[src/hdl/bbft_pkg.sv]
package bbft_pkg;

  localparam int MAX_WIDTH = 2048;
  localparam int WIN       = 5;
  localparam int HIST_W    = WIN - 1;
  localparam int COL_W     = $clog2(MAX_WIDTH);
  localparam int ROW_W     = 11;
  localparam int COORD_W   = 11;
  localparam int CFG_W_W   = 12;
  localparam int THR_W     = 5;
  // wide enough for the width register and for MAX_WIDTH itself
  localparam int EW_W      = (COL_W + 1 > CFG_W_W) ? COL_W + 1 : CFG_W_W;
  localparam int CNT_W     = 3;
  localparam int SUM_W     = 5;

  localparam logic [CFG_W_W-1:0] WIDTH_RESET = 12'd1024;
  localparam logic [THR_W-1:0]   THR_RESET   = 5'd10;

  localparam logic CFG_FRAME_WIDTH     = 1'b0;
  localparam logic CFG_COUNT_THRESHOLD = 1'b1;

  typedef struct packed {
    logic shift;
    logic clear;
  } cell_ctl_t;

  typedef struct packed {
    logic             valid;
    logic             emit;
    logic             pix;
    logic             last;
    logic             clr;
    logic [COL_W-1:0] col;
    logic [ROW_W-1:0] row;
  } stage_t;

endpackage

[src/hdl/bbft_cell.sv]
module bbft_cell (
  input  logic                      clk,
  input  logic                      rst,
  input  bbft_pkg::cell_ctl_t       ctl,
  input  logic [bbft_pkg::CNT_W-1:0] shift_in,
  output logic [bbft_pkg::CNT_W-1:0] shift_out,
  input  logic [bbft_pkg::SUM_W-1:0] psum_in,
  output logic [bbft_pkg::SUM_W-1:0] psum_out
);
  import bbft_pkg::*;

  logic [CNT_W-1:0] count;
  logic [CNT_W-1:0] count_next;

  always_comb begin
    count_next = count;
    if (ctl.shift) begin
      count_next = ctl.clear ? '0 : shift_in;
    end
  end

  always_ff @(posedge clk) begin
    if (rst) begin
      count <= '0;
    end else begin
      count <= count_next;
    end
  end

  assign shift_out = count;
  // running sum sees the updated column count
  assign psum_out  = psum_in + SUM_W'(count_next);

endmodule

[config.mk]
export PLATFORM = sky130hd
export DESIGN_NAME = bbft_cell
export DESIGN_NICKNAME = d
export VERILOG_FILES = /design/src/hdl/bbft_pkg.sv /design/src/hdl/bbft_cell.sv
export SDC_FILE = /design/constraint.sdc
export NUM_CORES = 1
export LEC_CHECK = 0
export BUFFER_PORTS_ARGS = -buffer_cell sky130_fd_sc_hd__buf_2
export CORE_AREA = 4 4 41 43
export DETAILED_ROUTE_END_ITERATION = 8
export DIE_AREA = 0 0 45 47
export PLACE_DENSITY_LB_ADDON = 0.25
export RECOVER_POWER = 25
export SETUP_SLACK_MARGIN = 0.15
export SLEW_MARGIN = 15
export SYNTH_ARGS = -nofsm -noshare
export SYNTH_HDL_FRONTEND = slang
export SYNTH_SLANG_ARGS = --single-unit
[constraint.sdc]
create_clock -name clk -period 2.5 [get_ports clk]
set_clock_uncertainty 0.2 [all_clocks]
set_input_delay 0.25 -clock clk [delete_from_list [all_inputs] [get_ports clk]]
set_output_delay 0.25 -clock clk [all_outputs]
set_load 0.005 [all_outputs]
Word level (Yosys, flattened, before mapping)
Index checks and enable logic that the tools add are counted.
{"block": "word_totals", "n_memories": 0, "wordCells": 4, "inputBits": 12, "output_inout_bits": 8, "ramBits": 0, "latch_bits": 0, "romBits": 0, "ff_bits": 3}
{"block": "op_classes", "n_mul": 0, "muxes": 2, "magnitude_cmp": 0, "addsub": 1, "n_eq_ne": 0, "div_mod_pow": 0, "reduce_logical": 0, "shift": 0, "bitwise_logic": 0}
{"op": "3-bit two-way mux", "count": 2}
{"op": "5-bit by 3-bit adder with 5-bit output", "count": 1}

Longest topological paths before layout
{"block": "logic_depth", "ltp_word": 3, "ltp_mapped": 8, "depth_no_buf": 8}

Worst setup path after synthesis
OpenSTA, ideal clock, no wires.
{"block": "synth_path", "path_type": "input -> output", "start": "input port ctl[0] in the netlist's numbering", "end": "output port psum_out[4] in the netlist's numbering", "n_path_buf": 0, "required_ns": 2.050, "setup_slack_ns": 0.543, "t_arrival_ns": 1.507, "stages": 8, "cell_sequence": "and2b_1 > nand2_1 > nand2_1 > ha_1 > fa_1 > a21o_1 > nand2_1 > xnor2_1"}
{"block": "synth_between", "elab_chain_cells": 3}
{"item": "start: declaration", "line_no": "bbft_cell.sv:4", "source": "input bbft_pkg::cell_ctl_t ctl,"}
{"item": "3-bit two-way mux", "line_no": "bbft_cell.sv:18", "source": "count_next = ctl.clear ? '0 : shift_in;"}
{"item": "3-bit two-way mux", "line_no": "bbft_cell.sv:17", "source": "if (ctl.shift) begin"}
{"item": "named net count_next[0]", "line_no": "bbft_cell.sv:13", "source": "logic [CNT_W-1:0] count_next;"}
{"item": "5-bit by 3-bit adder with 5-bit output", "line_no": "bbft_cell.sv:32", "source": "assign psum_out = psum_in + SUM_W'(count_next);"}
{"item": "end: declaration", "line_no": "bbft_cell.sv:8", "source": "output logic [bbft_pkg::SUM_W-1:0] psum_out"}
The timed path passes the listed nets, and every way through them passes these cells.

Worst setup path in the final report
{"block": "layout_path", "start": "input port ctl[1] in the netlist's numbering", "end": "output port psum_out[4] in the netlist's numbering"}
{"block": "layout_between", "elab_chain_cells": 2}
{"item": "3-bit two-way mux", "line_no": "bbft_cell.sv:17"}
{"item": "named net count_next[0]", "line_no": "bbft_cell.sv:13"}
{"item": "5-bit by 3-bit adder with 5-bit output", "line_no": "bbft_cell.sv:32"}
The timed path passes the listed nets, and every way through them passes these cells.

==> metrics <==
average vias per placed instance=4.12; part of the Yosys area used for sequential elements=0.255; type of the worst min-delay path=input pin to flop; portion of the clock cycle consumed by the worst path in the final layout=0.877; critical setup path kind=input pin to output port; area added between synthesis and finish=64.4%; maximum clock insertion buffer count=2; count of nets left with antenna violations after detail routing=0; register bit count reported by yosys=3; unrepaired setup endpoints after global routing=no; number of global-route vias before repair=263; setup slack of the most critical reg-to-reg path=1.71 ns; number of max-capacitance violations reported=0; HPWL after detailed placement=520 um; total global-route track usage=0.0680; top_reg_cell synth=sky130_fd_sc_hd__dfxtp_1; initial standard-cell utilization of the core=0.181; number of DRC violations after detailed-routing iteration 0=3; Mean Syn Cell Area=around 8.7 um2; achievable frequency=456 MHz; floorplan die area=2120 um2; count of different cell masters after synthesis=11; final hold violation count=0; later-pin clock latency in the skew report=between 0.2 and 0.25 ns; number of I/O pins=20; Clock Pin Slew Worst Setup and Hold Paths=roughly 0.04 ns; number of flops mapped to enable cells by yosys=0; total nets after synthesis=43; static power due to leakage=0.223 nW; Setup crit start kind=input pin; Post-synth ARST share=0; Worst path slowest cell=sky130_fd_sc_hd__fa_2; count of TritonRoute iterations in the first routing pass=4; count of input and output buffers=19; leading post-synthesis cells by instance count=7 x sky130_fd_sc_hd__nand2_1, 3 x sky130_fd_sc_hd__a21oi_1, 3 x sky130_fd_sc_hd__dfxtp_1, 3 x sky130_fd_sc_hd__ha_1, 3 x sky130_fd_sc_hd__nand2b_1; top cell type's share of synthesized area=0.255; count leader, synth=sky130_fd_sc_hd__nand2_1; overall via count from detail_route=272; detail-routed net length per standard cell=10.2 um; pwr/cell area=481 nW/um2; final total power=0.186 mW; shortest clock period the worst path allows after layout=approximately 2.2 ns; footprint of the flip-flops and latches=60.1 um2; post-synthesis instance area=235 um2; total CTS buffers=3; fill cell count=159; Crit Path Max Fanout=4; die height=47 um; final WL=670 um; flip-flop count of the largest register after layout=3; cell taking the most area after synthesis=sky130_fd_sc_hd__dfxtp_1; clock net sink count=3; largest incremental delay on the critical path=0.35 ns; instance count after placement with tap cells included=61; Worst path top cell family by delay=adder cells; number of cells in the finished layout apart from fillers=66; placeable core area=approximately 1300 um2; worst ir drop on vdd=0.168 mV; Cell Chain, Critical Path=buf_2 -> and2b_1 -> nand2_1 -> nand2_1 -> ha_1 -> fa_2 -> a21o_1 -> nand2_1 -> xnor2_1 -> buf_2; TritonCTS clock tree=yes; H-tree lvl count=1; number of nets at the end of the flow=68; cell mode on critical path=sky130_fd_sc_hd__nand2_1; cell at the root of the clock tree=sky130_fd_sc_hd__clkbuf_4; run status=finished, final reports clean; postcts setup bufs=0; normalized max-slew margin=0.896; top post-synthesis cells by area=sky130_fd_sc_hd__dfxtp_1 26%, sky130_fd_sc_hd__ha_1 16%, sky130_fd_sc_hd__nand2_1 11%, sky130_fd_sc_hd__fa_1 8.5%, sky130_fd_sc_hd__nand2b_1 8.0%; remaining routing DRC violations=0; Syn. warnings=0; maximum number of pins on one net before global-route repair=5; count of antenna diodes in the layout=0; Critical Path RT=2.05 ns; final weighted congestion in routability-driven placement=0.648; Multi-input gate area=178 um2; wire length of the first global-routing pass=979 um; total negative slack=0 ns; Worst Max-Slew Pin Slew=0.156 ns; gr ovfl total=0; data arrival time of the critical path=1.74 ns; Slew Limit Fails=0; endpoint type of the worst setup path=output port; number of rows created at floorplan=13; fraction of final layout cells sized beyond drive strength 1=0.451; Buf/Inv on CP=2; number of antenna violations at the first check in global routing=0; gate count of the mapped netlist=27; die width=45 um; final setup violation count=0
-- final timing paths --
| check | start | endpoint | cells past startpoint |
|---|---|---|---|
| max | ctl[1] | psum_out[4] | 10 |
| min | shift_in[2] | shift_out[2]$_SDFF_PP0_ | 3 |
| max reg2reg | shift_out[2]$_SDFF_PP0_ | shift_out[2]$_SDFF_PP0_ | 2 |
| min reg2reg | shift_out[0]$_SDFF_PP0_ | shift_out[0]$_SDFF_PP0_ | 2 |
-- worst register-to-register path, delay by kind of cell, from the launching register on --
family          cells  cell delay (ns)
flops               1             0.33
compound gates      1             0.12
simple gates        1             0.08
-- placed cells by master (no fill, tap or decap), drive strengths merged --
cell type,instances
xor2,1
fa,1
dlygate4sd3,1
ha,3
xnor2,2
a21oi,4
buf,18
a21o,2
nand2,7
and2b,1
nand2b,3
dfxtp,3
clkbuf,5
-- kinds of logic after synthesis --
| logic type | Yosys count | synth area share |
|---|---|---|
| xor+xnor | 3 | 0.112 |
| simple gates | 11 | 0.223 |
| compound gates | 6 | 0.165 |
| flops | 3 | 0.255 |
| fa+ha+maj | 4 | 0.245 |
-- layer usage --
metal | global-route usage | part of all wire
met2 | 0.133 | 0.62
met4 | 0.0526 | 0
met5 | 0 | 0
met1 | 0.0478 | 0.36
met3 | 0.0345 | 0.018
-- timing repair --
item,CTS,global route
setup endpoints to repair,0,1
endpoints found under the hold margin,2,0
hold buffers,1,0
resized for setup,0,1
-- per-stage QoR --
step,hold slack (ns),cell area [um2],worst slack [ns],util
4_1_cts,0.0901,385,0.241,0.296
3_5_place_dp,0.244,349,0.241,0.268
5_1_grt,0.109,387,0.173,0.297
6_report,0.100,387,0.306,0.297
3_3_place_gp,0.250,349,0.235,0.268
2_1_floorplan,0.119,235,0.543,-
-- final cells by class --
cell class	count	share of cell area
multi-input cells	24	0.460
well taps	15	0.0485
repair buffers	20	0.269
flip-flops and latches	3	0.155
clock buffers	4	0.0680
-- where the power goes --
part	leakage (nW)	internal [mW]	switching (mW)
registers	0.0245	0.0500	0.000965
logic	0.183	0.0265	0.0215
clock network	0.0150	0.0599	0.0269
total	0.223	0.136	0.0494
No activity file was read; power rests on OpenSTA's default activity.
